### config.mk
export PLATFORM = sky130hd
export DESIGN_NAME = slab_object_allocator_core
export DESIGN_NICKNAME = d
export VERILOG_FILES = /design/src/design/soa_pkg.sv /design/src/design/slab_object_allocator_core.sv /design/src/design/soa_ctrl.sv /design/src/design/soa_datapath.sv
export VERILOG_INCLUDE_DIRS = /design/src /design/src/design
export SDC_FILE = /design/constraint.sdc
export NUM_CORES = 2
export LEC_CHECK = 0
export BUFFER_PORTS_ARGS = -buffer_cell sky130_fd_sc_hd__buf_2
export CAP_MARGIN = 5
export CORE_MARGIN = 4
export CORE_UTILIZATION = 45
export DETAILED_ROUTE_END_ITERATION = 10
export PLACE_DENSITY = 0.57
export SLEW_MARGIN = 20
export SYNTH_ARGS = -nofsm -noshare
export SYNTH_HDL_FRONTEND = slang
export SYNTH_HIERARCHICAL = 1
export SYNTH_SLANG_ARGS = --single-unit
### constraint.sdc
create_clock -name clk_i -period 13.08 [get_ports clk_i]
set_input_delay 0 -clock clk_i [delete_from_list [all_inputs] [get_ports clk_i]]
set_output_delay 0 -clock clk_i [all_outputs]
set_load 0.1 [all_outputs]
### src/design/slab_object_allocator_core_assert.svh
// ----------------------------------------------------------------------------
// slab object allocator assertion macros
// concurrent checks on clk_i, compiled out for synthesis
// ----------------------------------------------------------------------------
`ifndef SLAB_OBJECT_ALLOCATOR_CORE_ASSERT_SVH
`define SLAB_OBJECT_ALLOCATOR_CORE_ASSERT_SVH
`ifndef SYNTHESIS
// check outside reset
`define SOA_ASSERT(lbl, prop, msg) \
  lbl: assert property (@(posedge clk_i) disable iff (!rst_ni) (prop)) else $error(msg);
// check at every edge, reset included
`define SOA_ASSERT_NR(lbl, prop, msg) \
  lbl: assert property (@(posedge clk_i) (prop)) else $error(msg);
`else
`define SOA_ASSERT(lbl, prop, msg)
`define SOA_ASSERT_NR(lbl, prop, msg)
`endif
`endif

### src/design/soa_pkg.sv
// ----------------------------------------------------------------------------
// soa_pkg
// shared constants, codes and controller/datapath types of the slab allocator
// ----------------------------------------------------------------------------
`default_nettype none

package soa_pkg;

  localparam int PAGE_BYTES = 4096;
  localparam int POOL_PAGES = 20;
  localparam int FREE_DEPTH = 64;

  localparam int ADDR_W    = 32;
  localparam int LOG2_W    = 4;
  localparam int BASE_W    = 20;
  localparam int CFG_W     = 20;
  localparam int CFG_IDX_W = 1;
  localparam int PAGE_LOG2 = $clog2(PAGE_BYTES);
  localparam int PTR_W     = $clog2(FREE_DEPTH);
  localparam int CNT_W     = $clog2(FREE_DEPTH + 1);
  localparam int TAKEN_W   = $clog2(POOL_PAGES + 1);
  localparam int LEFT_W    = PAGE_LOG2;
  localparam int PFN_W     = BASE_W + 1;

  localparam logic [LOG2_W-1:0] ITEM_LOG2_RST = LOG2_W'(4);
  localparam logic [BASE_W-1:0] POOL_BASE_RST = '0;

  // configuration register indexes
  localparam logic [CFG_IDX_W-1:0] REG_ITEM_SIZE_LOG2 = 1'b0;
  localparam logic [CFG_IDX_W-1:0] REG_POOL_BASE_PAGE = 1'b1;

  // request kinds
  localparam logic OP_ALLOC = 1'b0;
  localparam logic OP_FREE  = 1'b1;

  typedef enum logic [1:0] {
    ST_OK    = 2'd0,
    ST_OOM   = 2'd1,
    ST_QFULL = 2'd2
  } status_e;

  // controller to datapath
  typedef struct packed {
    logic    exec;     // request accepted this cycle
    logic    push;     // write free address into the queue
    logic    pop;      // read oldest queue entry
    logic    bump;     // hand out next slot of the open page
    status_e status;   // result code of the request
    logic    load_out; // load output register
    logic    wb_pop;   // output address comes from queue read data
  } cmd_t;

  // datapath to controller
  typedef struct packed {
    logic q_empty;
    logic q_full;
    logic page_open;
    logic pool_spent;
  } sts_t;

endpackage

`default_nettype wire

### src/design/slab_object_allocator_core.sv
// ----------------------------------------------------------------------------
// slab_object_allocator_core
// fixed-size object allocator for one cache, free queue plus page bump pointer
// ----------------------------------------------------------------------------
// usage
//   requests arrive on the s_axis channel: tuser is the kind (allocate or
//   free), tdata the address to free. every accepted request yields exactly
//   one transfer on m_axis: tuser the status (ok, out of memory, queue full),
//   tdata the allocated address, zero on free or error.
//   allocate pops the oldest freed address first, else bump-allocates the
//   open page, else opens the next pool page.
//   a request is decoded at accept and its result moved into the output
//   register by the writeback state; no new request is taken before that
//   writeback, as the free queue memory has a registered read.
//   the output register frees the request side: a new request is taken
//   while a finished result still waits on a stalled receiver; only the
//   writeback of the following result waits for the register to drain.
//   reset clears queue pointers, page state and output valid, and loads the
//   item size and pool base registers with their defaults. no clearing pass.
//   configuration writes via cfg_we_i take effect from the next request.
// ----------------------------------------------------------------------------
`default_nettype none

module slab_object_allocator_core (
  input  wire logic                          clk_i,
  input  wire logic                          rst_ni,
  // request channel
  input  wire logic                          s_axis_tvalid,
  output logic                               s_axis_tready,
  input  wire logic [soa_pkg::ADDR_W-1:0]    s_axis_tdata,  // [31:0] free_addr
  input  wire logic                          s_axis_tuser,  // [0] op
  // result channel
  output logic                               m_axis_tvalid,
  input  wire logic                          m_axis_tready,
  output logic [soa_pkg::ADDR_W-1:0]         m_axis_tdata,  // [31:0] addr
  output logic [1:0]                         m_axis_tuser,  // [1:0] status
  // configuration write port
  input  wire logic                          cfg_we_i,
  input  wire logic [soa_pkg::CFG_IDX_W-1:0] cfg_idx_i,
  input  wire logic [soa_pkg::CFG_W-1:0]     cfg_data_i
);
  import soa_pkg::*;

  cmd_t cmd;
  sts_t sts;

  // sequencing: decode at accept, writeback into the output register
  soa_ctrl u_ctrl (
    .clk_i       (clk_i),
    .rst_ni      (rst_ni),
    .in_valid_i  (s_axis_tvalid),
    .in_ready_o  (s_axis_tready),
    .op_i        (s_axis_tuser),
    .out_valid_o (m_axis_tvalid),
    .out_ready_i (m_axis_tready),
    .sts_i       (sts),
    .cmd_o       (cmd)
  );

  // storage and address arithmetic
  soa_datapath u_dp (
    .clk_i       (clk_i),
    .rst_ni      (rst_ni),
    .cmd_i       (cmd),
    .free_addr_i (s_axis_tdata),
    .cfg_we_i    (cfg_we_i),
    .cfg_idx_i   (cfg_idx_i),
    .cfg_data_i  (cfg_data_i),
    .sts_o       (sts),
    .status_o    (m_axis_tuser),
    .addr_o      (m_axis_tdata)
  );

endmodule

`default_nettype wire

### src/design/soa_ctrl.sv
// ----------------------------------------------------------------------------
// soa_ctrl
// request decode, sequencing and output valid of the slab allocator
// ----------------------------------------------------------------------------
`default_nettype none
`include "slab_object_allocator_core_assert.svh"

module soa_ctrl (
  input  wire logic          clk_i,
  input  wire logic          rst_ni,
  input  wire logic          in_valid_i,
  output logic               in_ready_o,
  input  wire logic          op_i,
  output logic               out_valid_o,
  input  wire logic          out_ready_i,
  input  wire soa_pkg::sts_t sts_i,
  output soa_pkg::cmd_t      cmd_o
);
  import soa_pkg::*;

  localparam logic S_IDLE = 1'b0;
  localparam logic S_WB   = 1'b1;

  logic   state_q, state_d;
  logic   out_valid_q, out_valid_d;
  logic   pop_q;
  logic   accept;
  cmd_t   cmd;

  assign in_ready_o = (state_q == S_IDLE);
  assign accept     = in_ready_o && in_valid_i;

  always_comb begin
    cmd          = '0;
    cmd.status   = ST_OK;
    cmd.wb_pop   = pop_q;
    cmd.load_out = (state_q == S_WB) && (!out_valid_q || out_ready_i);
    if (accept) begin
      cmd.exec = 1'b1;
      if (op_i == OP_FREE) begin
        if (sts_i.q_full) begin
          cmd.status = ST_QFULL;
        end else begin
          cmd.push = 1'b1;
        end
      end else if (!sts_i.q_empty) begin
        cmd.pop = 1'b1;
      end else if (!sts_i.page_open && sts_i.pool_spent) begin
        cmd.status = ST_OOM;
      end else begin
        cmd.bump = 1'b1;
      end
    end
  end

  assign cmd_o = cmd;

  always_comb begin
    state_d = state_q;
    unique case (state_q)
      S_IDLE: begin
        if (accept) state_d = S_WB;
      end
      S_WB: begin
        if (cmd.load_out) state_d = S_IDLE;
      end
      default: state_d = S_IDLE;
    endcase
  end

  always_comb begin
    if (cmd.load_out) begin
      out_valid_d = 1'b1;
    end else if (out_ready_i) begin
      out_valid_d = 1'b0;
    end else begin
      out_valid_d = out_valid_q;
    end
  end

  always_ff @(posedge clk_i or negedge rst_ni) begin
    if (!rst_ni) begin
      state_q     <= S_IDLE;
      out_valid_q <= 1'b0;
      pop_q       <= 1'b0;
    end else begin
      state_q     <= state_d;
      out_valid_q <= out_valid_d;
      if (accept) pop_q <= cmd.pop;
    end
  end

  assign out_valid_o = out_valid_q;

  `SOA_ASSERT(a_accept_to_wb, accept |=> (state_q == S_WB), "accept did not enter writeback")
  `SOA_ASSERT(a_load_sets_valid, cmd.load_out |=> out_valid_q, "output load lost")
  `SOA_ASSERT(a_stall_holds_wb, (state_q == S_WB && out_valid_q && !out_ready_i) |=> (state_q == S_WB), "result dropped while stalled")

endmodule

`default_nettype wire

### src/design/soa_datapath.sv
// ----------------------------------------------------------------------------
// soa_datapath
// free queue memory, page bump pointer, configuration and output registers
// ----------------------------------------------------------------------------
`default_nettype none
`include "slab_object_allocator_core_assert.svh"

module soa_datapath (
  input  wire logic                              clk_i,
  input  wire logic                              rst_ni,
  input  wire soa_pkg::cmd_t                     cmd_i,
  input  wire logic [soa_pkg::ADDR_W-1:0]        free_addr_i,
  input  wire logic                              cfg_we_i,
  input  wire logic [soa_pkg::CFG_IDX_W-1:0]     cfg_idx_i,
  input  wire logic [soa_pkg::CFG_W-1:0]         cfg_data_i,
  output soa_pkg::sts_t                          sts_o,
  output logic [1:0]                             status_o,
  output logic [soa_pkg::ADDR_W-1:0]             addr_o
);
  import soa_pkg::*;

  logic [LOG2_W-1:0]  log2_q;
  logic [BASE_W-1:0]  base_q;

  logic [ADDR_W-1:0]  mem [FREE_DEPTH];
  logic [ADDR_W-1:0]  rd_q;
  logic [PTR_W-1:0]   head_q, tail_q;
  logic [CNT_W-1:0]   cnt_q;

  logic [TAKEN_W-1:0] taken_q;
  logic               open_q;
  logic [ADDR_W-1:0]  bump_q;
  logic [LEFT_W-1:0]  left_q;

  logic [ADDR_W-1:0]  res_addr_q;
  status_e            res_status_q;
  logic [ADDR_W-1:0]  out_addr_q;
  status_e            out_status_q;

  logic [LEFT_W-1:0]  ipp_m1;
  logic [LEFT_W-1:0]  left_eff;
  logic [TAKEN_W-1:0] taken_idx;
  logic [PFN_W-1:0]   pfn;
  logic [ADDR_W-1:0]  page_addr;
  logic [ADDR_W-1:0]  off_use;
  logic [ADDR_W-1:0]  bump_addr;
  logic [ADDR_W-1:0]  step;

  function automatic logic [PTR_W-1:0] next_ptr(input logic [PTR_W-1:0] p);
    next_ptr = (p == PTR_W'(FREE_DEPTH - 1)) ? '0 : p + PTR_W'(1);
  endfunction

  // configuration registers
  always_ff @(posedge clk_i or negedge rst_ni) begin
    if (!rst_ni) begin
      log2_q <= ITEM_LOG2_RST;
      base_q <= POOL_BASE_RST;
    end else if (cfg_we_i) begin
      unique case (cfg_idx_i)
        REG_ITEM_SIZE_LOG2: log2_q <= cfg_data_i[LOG2_W-1:0];
        REG_POOL_BASE_PAGE: base_q <= cfg_data_i[BASE_W-1:0];
        default: ;
      endcase
    end
  end

  // page geometry, slots per page minus one (one slot when item exceeds page)
  always_comb begin
    if (32'(log2_q) >= PAGE_LOG2) begin
      ipp_m1 = '0;
    end else begin
      ipp_m1 = LEFT_W'((PAGE_BYTES >> log2_q) - 1);
    end
  end

  assign left_eff  = open_q ? left_q : ipp_m1;
  assign taken_idx = open_q ? taken_q - TAKEN_W'(1) : taken_q;
  assign pfn       = PFN_W'(base_q) + PFN_W'(taken_idx);
  assign page_addr = ADDR_W'({pfn, {PAGE_LOG2{1'b0}}});
  assign off_use   = open_q ? bump_q : '0;
  assign bump_addr = page_addr + off_use;
  assign step      = ADDR_W'(1) << log2_q;

  // free queue storage
  always_ff @(posedge clk_i) begin
    if (cmd_i.push) mem[tail_q] <= free_addr_i;
  end

  always_ff @(posedge clk_i) begin
    if (cmd_i.pop) rd_q <= mem[head_q];
  end

  always_ff @(posedge clk_i or negedge rst_ni) begin
    if (!rst_ni) begin
      head_q  <= '0;
      tail_q  <= '0;
      cnt_q   <= '0;
      taken_q <= '0;
      open_q  <= 1'b0;
      bump_q  <= '0;
      left_q  <= '0;
    end else begin
      if (cmd_i.push) begin
        tail_q <= next_ptr(tail_q);
        cnt_q  <= cnt_q + CNT_W'(1);
      end
      if (cmd_i.pop) begin
        head_q <= next_ptr(head_q);
        cnt_q  <= cnt_q - CNT_W'(1);
      end
      if (cmd_i.bump) begin
        if (!open_q) taken_q <= taken_q + TAKEN_W'(1);
        if (left_eff == '0) begin
          open_q <= 1'b0;
          bump_q <= '0;
        end else begin
          open_q <= 1'b1;
          left_q <= left_eff - LEFT_W'(1);
          bump_q <= off_use + step;
        end
      end
    end
  end

  // result and output payload
  always_ff @(posedge clk_i) begin
    if (cmd_i.exec) begin
      res_addr_q   <= cmd_i.bump ? bump_addr : '0;
      res_status_q <= cmd_i.status;
    end
    if (cmd_i.load_out) begin
      out_addr_q   <= cmd_i.wb_pop ? rd_q : res_addr_q;
      out_status_q <= res_status_q;
    end
  end

  assign status_o = out_status_q;
  assign addr_o   = out_addr_q;

  assign sts_o.q_empty    = (cnt_q == '0);
  assign sts_o.q_full     = (cnt_q == CNT_W'(FREE_DEPTH));
  assign sts_o.page_open  = open_q;
  assign sts_o.pool_spent = (taken_q >= TAKEN_W'(POOL_PAGES));

  `SOA_ASSERT_NR(a_cnt_bound, cnt_q <= CNT_W'(FREE_DEPTH), "free queue count overflow")
  `SOA_ASSERT(a_ptr_cnt, ((int'(tail_q) - int'(head_q) + FREE_DEPTH) % FREE_DEPTH) == (int'(cnt_q) % FREE_DEPTH), "queue pointers disagree with count")
  `SOA_ASSERT(a_open_taken, (!open_q || (taken_q != '0)) && (taken_q <= TAKEN_W'(POOL_PAGES)), "page state inconsistent")

endmodule

`default_nettype wire
==> results list <==
- Post-synthesis cell type count: between 80 and 90
* Width of the chip: between 400 and 500 µm
- The clock period could shrink to about 5.1 ns.
- Family with the most delay on the worst path: compound AO/OA/AOI/OAI gates
- In this run the post-CTS setup repair buffer count came out at 0.
- Adding up every negative setup slack in the final design gives 0 ns.
- Final routed wire length divided by cell count: around 30 µm
* Final Max Tran Viols: 0
- Sorting the synthesized cells by area gives the leading types as edfxtp_1, mux4_2, dfrtp_1.
- Initial antenna violation count: 20
* Final cell count without fillers: between 7000 and 8000
- Power Density: 196.8 nW/µm²
- Filler cell count in the final layout: ~15000
* Synth async-reset ratio: 4.278%
* Startpoint of the most critical register-to-register path: u_dp/open_q$_DFFE_PN0P_
* Total clock buffers created by CTS: around 220
- Number of global-route vias before repair: ~43000
- After global routing the overflow that remains totals 0.
- List of most frequent post-synthesis cells: edfxtp_1, mux4_2, nor2_1, clkbuf_1, dfrtp_1
- The critical path contains buffers and inverters numbering 2 combined.
- The pre-antenna-repair detailed-routing pass consisted of 5 iterations.
* Aggregate routed wire length: around 210000 µm
- The synthesized design contains roughly 2200 register bits.
- In this run, post-CTS hold repair placed slightly below 90 buffers.
- Buffers placed on the I/O ports in this run total 94.
- After the first detailed-routing iteration, the DRC count stood at around 4500.
* Part of the cycle the worst path needs: between 30% and 40%
- The first global-routing pass estimated 309500 µm of wire.
* Result of the run: finished, final reports clean
- The critical path ends at u_dp/res_addr_q[31]$_SDFFCE_PN0P_.
- Overall via count from detail_route: between 40000 and 50000
- Unrepaired setup endpoints after global routing: false
* Tot GR Track Use: between 20% and 30%
- The worst setup path is captured at a flip-flop.
* Peak supply drop: 0.1519 mV
* Placed Cells incl. Taps: approximately 6600
* Clk pin slew, worst setup/hold paths: 0.07 ns
- Max incr delay on CP: 0.61 ns
* Tightest Pin Transition: approximately 1.1 ns
* Routability congestion estimate: between 0.8 and 0.9
- Arr. time, crit path: ~5.8 ns
- For this design, the slowest cell found on the critical path is a2111oi_0.
- Max-slew headroom at the worst pin: 23.44%
- For this run, the share of the core covered by cells in the final layout is 51.67%.
- No sink is reached through more buffers than the 3 on the longest clock path.
- 95 I/O pins were placed.
- Min-Delay Path Class: in -> reg
- The initial utilization of the core area, before any placement, comes to between 40% and 50%.
* WHS: ~0.16 ns
- Post-route clock skew: 0.03158 ns
- Sum of net half-perimeters after detailed placement: approximately 120000 µm
- Post-Synthesis Cells: 4032
- Remaining design rule violation count: 0
- Leakage component of the power: about 0.032 µW
- The total count of hold-check failures in the final report is 0.
- Max-capacitance violation count: 0
- In this run the worst path has a maximum fanout of 65.
- CTS built an H-tree with a depth of 4.
- The die covers roughly 200000 µm².
* Core area: 195800 µm²
* Synthesized cell area: between 80000 and 90000 µm²
* Placement row count: 162
- Slack of the worst reg-to-reg path: 7.93 ns
- The most numerous cell type found on the critical path is o21a_1.
- TritonCTS built the clock tree.
- Die extent in y: 452.5 µm
- Critical register-to-register path endpoint: u_dp/res_addr_q[31]$_SDFFCE_PN0P_
- Cell at the root of the clock tree: clkbuf_16
- Share of layout cells above drive strength 1: around 29%
* Element type at the critical path start: flip-flop
* Total clock sinks: 2244
* Synthesized area per cell: between 20 and 25 µm²
* Dominant synthesized flop cell: edfxtp_1
- Dominant cell type by area after synthesis: edfxtp_1
- Most used standard cell by instance count after synthesis: edfxtp_1
* PostCTS Resize Cnt: 0
* Levels on crit path: 19
* Yosys warning count: 6
* Via/cell ratio: between 5 and 6
- For this run, the top clock speed supported by timing is slightly below 200 MHz.
- In this run, synthesis inferred 2148 flip-flops with an integrated enable.
- Sequence of cells on the critical path: buf_4 -> xor2_1 -> ha_1 -> inv_1 -> fa_1 -> nor2b_1 -> o21a_1 -> o21a_1 -> o21ba_2 -> nand4_1 -> xnor2_1 -> ha_1 -> a21o_1 -> a21o_1 -> a221oi_1 -> o21ai_0 -> a2111oi_0 -> nor3_1 -> o21a_1
- For this run, the post-layout net count is 4447.
* Register-to-Register Path Depth: 19
- Entering global routing, the biggest net connects 119 pins.
- The clock reaches the later pin of the worst-skew pair after slightly below 0.9 ns.
* Growth of design area from synthesis to finish: 13.76%
- Once detail routing completed, the nets flagged for antenna violations numbered 0.
- Critical path class: reg -> reg
- Setup violations remaining at the end of the flow were counted as 0.
* Synthesized Nets: slightly above 4000
- Tracing the worst setup path back leads to its startpoint at u_dp/open_q$_DFFE_PN0P_.
- Summing the sequential cell areas from Yosys gives about 75% of the chip area.
* Worst Path Required: between 10 and 15 ns
* Fraction of synthesized cell area taken by the top area cell type: between 70% and 80%
[report_power, final]
group	internal (µW)	total, µW	switching (µW)	leakage (µW)
Clock	3460	6140	2680	0.00343
Combinational	2550	5400	2850	0.00800
Sequential	8110	8370	266	0.0205
[cells in the final DEF, fill, tap and decap left out, types with 12 or more instances in the layout]
master / n
nand2b_1: 14
nor2b_1: 13
nor3_1: 21
clkbuf_16: 223
clkinv_2: 41
nor2_4: 60
bufinv_16: 14
nor2_1: 79
inv_1: 44
dfrtp_1: 88
mux2_2: 58
nand3_1: 34
o21ai_0: 53
edfxtp_1: 2148
o21bai_1: 12
nand2_1: 85
ha_1: 57
and2_1: 28
and3_1: 24
xor2_1: 23
xnor2_1: 42
a21oi_1: 54
mux4_2: 672
clkinv_1: 47
dlygate4sd3_1: 87
buf_2: 63
clkbuf_1: 57
a21o_1: 17
a211oi_1: 12
buf_4: 130
nand4_1: 15
[per-layer routing]
| metal | track usage [%] | share of wire [%] | up-vias |
|---|---|---|---|
| met5 | 0 | 0 | - |
| met2 | 32.88 | 48 | 1361 |
| met4 | 4.580 | 1.7 | 0 |
| met1 | 30.97 | 44 | 23110 |
| li1 | - | - | 17590 |
| met3 | 3.765 | 6.7 | 252 |
[worst reg2reg max path, cell delays in order, from the launching register on]
cell,delay [ns]
dfrtp_2,0.36
buf_4,0.54
xor2_1,0.23
ha_1,0.22
inv_1,0.07
fa_1,0.42
nor2b_1,0.13
o21a_1,0.15
o21a_1,0.15
o21ba_2,0.20
nand4_1,0.13
xnor2_1,0.16
ha_1,0.35
a21o_1,0.19
a21o_1,0.18
a221oi_1,0.29
o21ai_0,0.26
a2111oi_0,0.61
nor3_1,0.09
o21a_1,0.19
[cell type report]
class | count | area, µm² | area share (%)
Multi-Input combinational cell | 1528 | 21460 | 21.21
Antenna cell | 6 | 15.01 | 0.01484
Tap cell | 2624 | 3283 | 3.245
Inverter | 45 | 168.9 | 0.1670
Sequential cell | 2244 | 66920 | 66.15
Clock buffer | 288 | 5904 | 5.836
Timing Repair Buffer | 286 | 2297 | 2.271
Clock inverter | 122 | 1117 | 1.104
[state kept, by name, summed over array words and instances (netlist names)]
signal              cells
u_dp/bump_q            32
u_ctrl/pop_q            1
u_dp/status_o           2
u_dp/addr_o            32
u_dp/rd_q              32
u_dp/taken_q            5
u_dp/open_q             1
u_dp/cnt_q              7
u_dp/mem             2048
u_dp/log2_q             4
u_dp/tail_q             6
u_dp/left_q            12
u_ctrl/state_q          1
u_dp/res_status_q       2
u_ctrl/out_valid_o      1
u_dp/res_addr_q        32
u_dp/head_q             6
u_dp/base_q            20
[kinds of logic after synthesis]
family / Yosys count / synth area share [%]
AOI/OAI and AO/OA: 235 / 1.773
xor gates and xnor gates: 65 / 0.6402
adders and majority gates: 61 / 0.8920
buffers and inverters: 260 / 1.200
DFF: 2244 / 75.23
muxes: 738 / 17.85
and+or+nand+nor: 429 / 2.413
[metrics by stage]
stage                     setup WS (ns)  total power (µW)  area, µm²
after floorplan                   7.987             12270      88930
after global placement            7.998             13920      93120
after detailed placement          7.979             13940      93130
after CTS                         7.969             20120     101000
after global routing              7.592             20750     101200
final                             7.934             19910     101200
[worst min-delay path by stage]
stage,to,slack (ns),start,cells past startpoint
2_1_floorplan,u_ctrl/out_valid_o$_DFFE_PN0P_,-0.30,rst_ni,0
3_3_place_gp,u_dp/bump_q[0]$_DFFE_PN0P_,0.10,rst_ni,1
3_5_place_dp,u_dp/bump_q[0]$_DFFE_PN0P_,0.1,rst_ni,1
4_1_cts,u_dp/log2_q[0]$_DFFE_PN0P_,0.05,cfg_idx_i,4
5_1_grt,u_dp/log2_q[0]$_DFFE_PN0P_,0.13,cfg_idx_i,4
6_report,u_dp/log2_q[0]$_DFFE_PN0P_,0.16,cfg_idx_i,4
No activity file was read; power rests on OpenSTA's default activity.
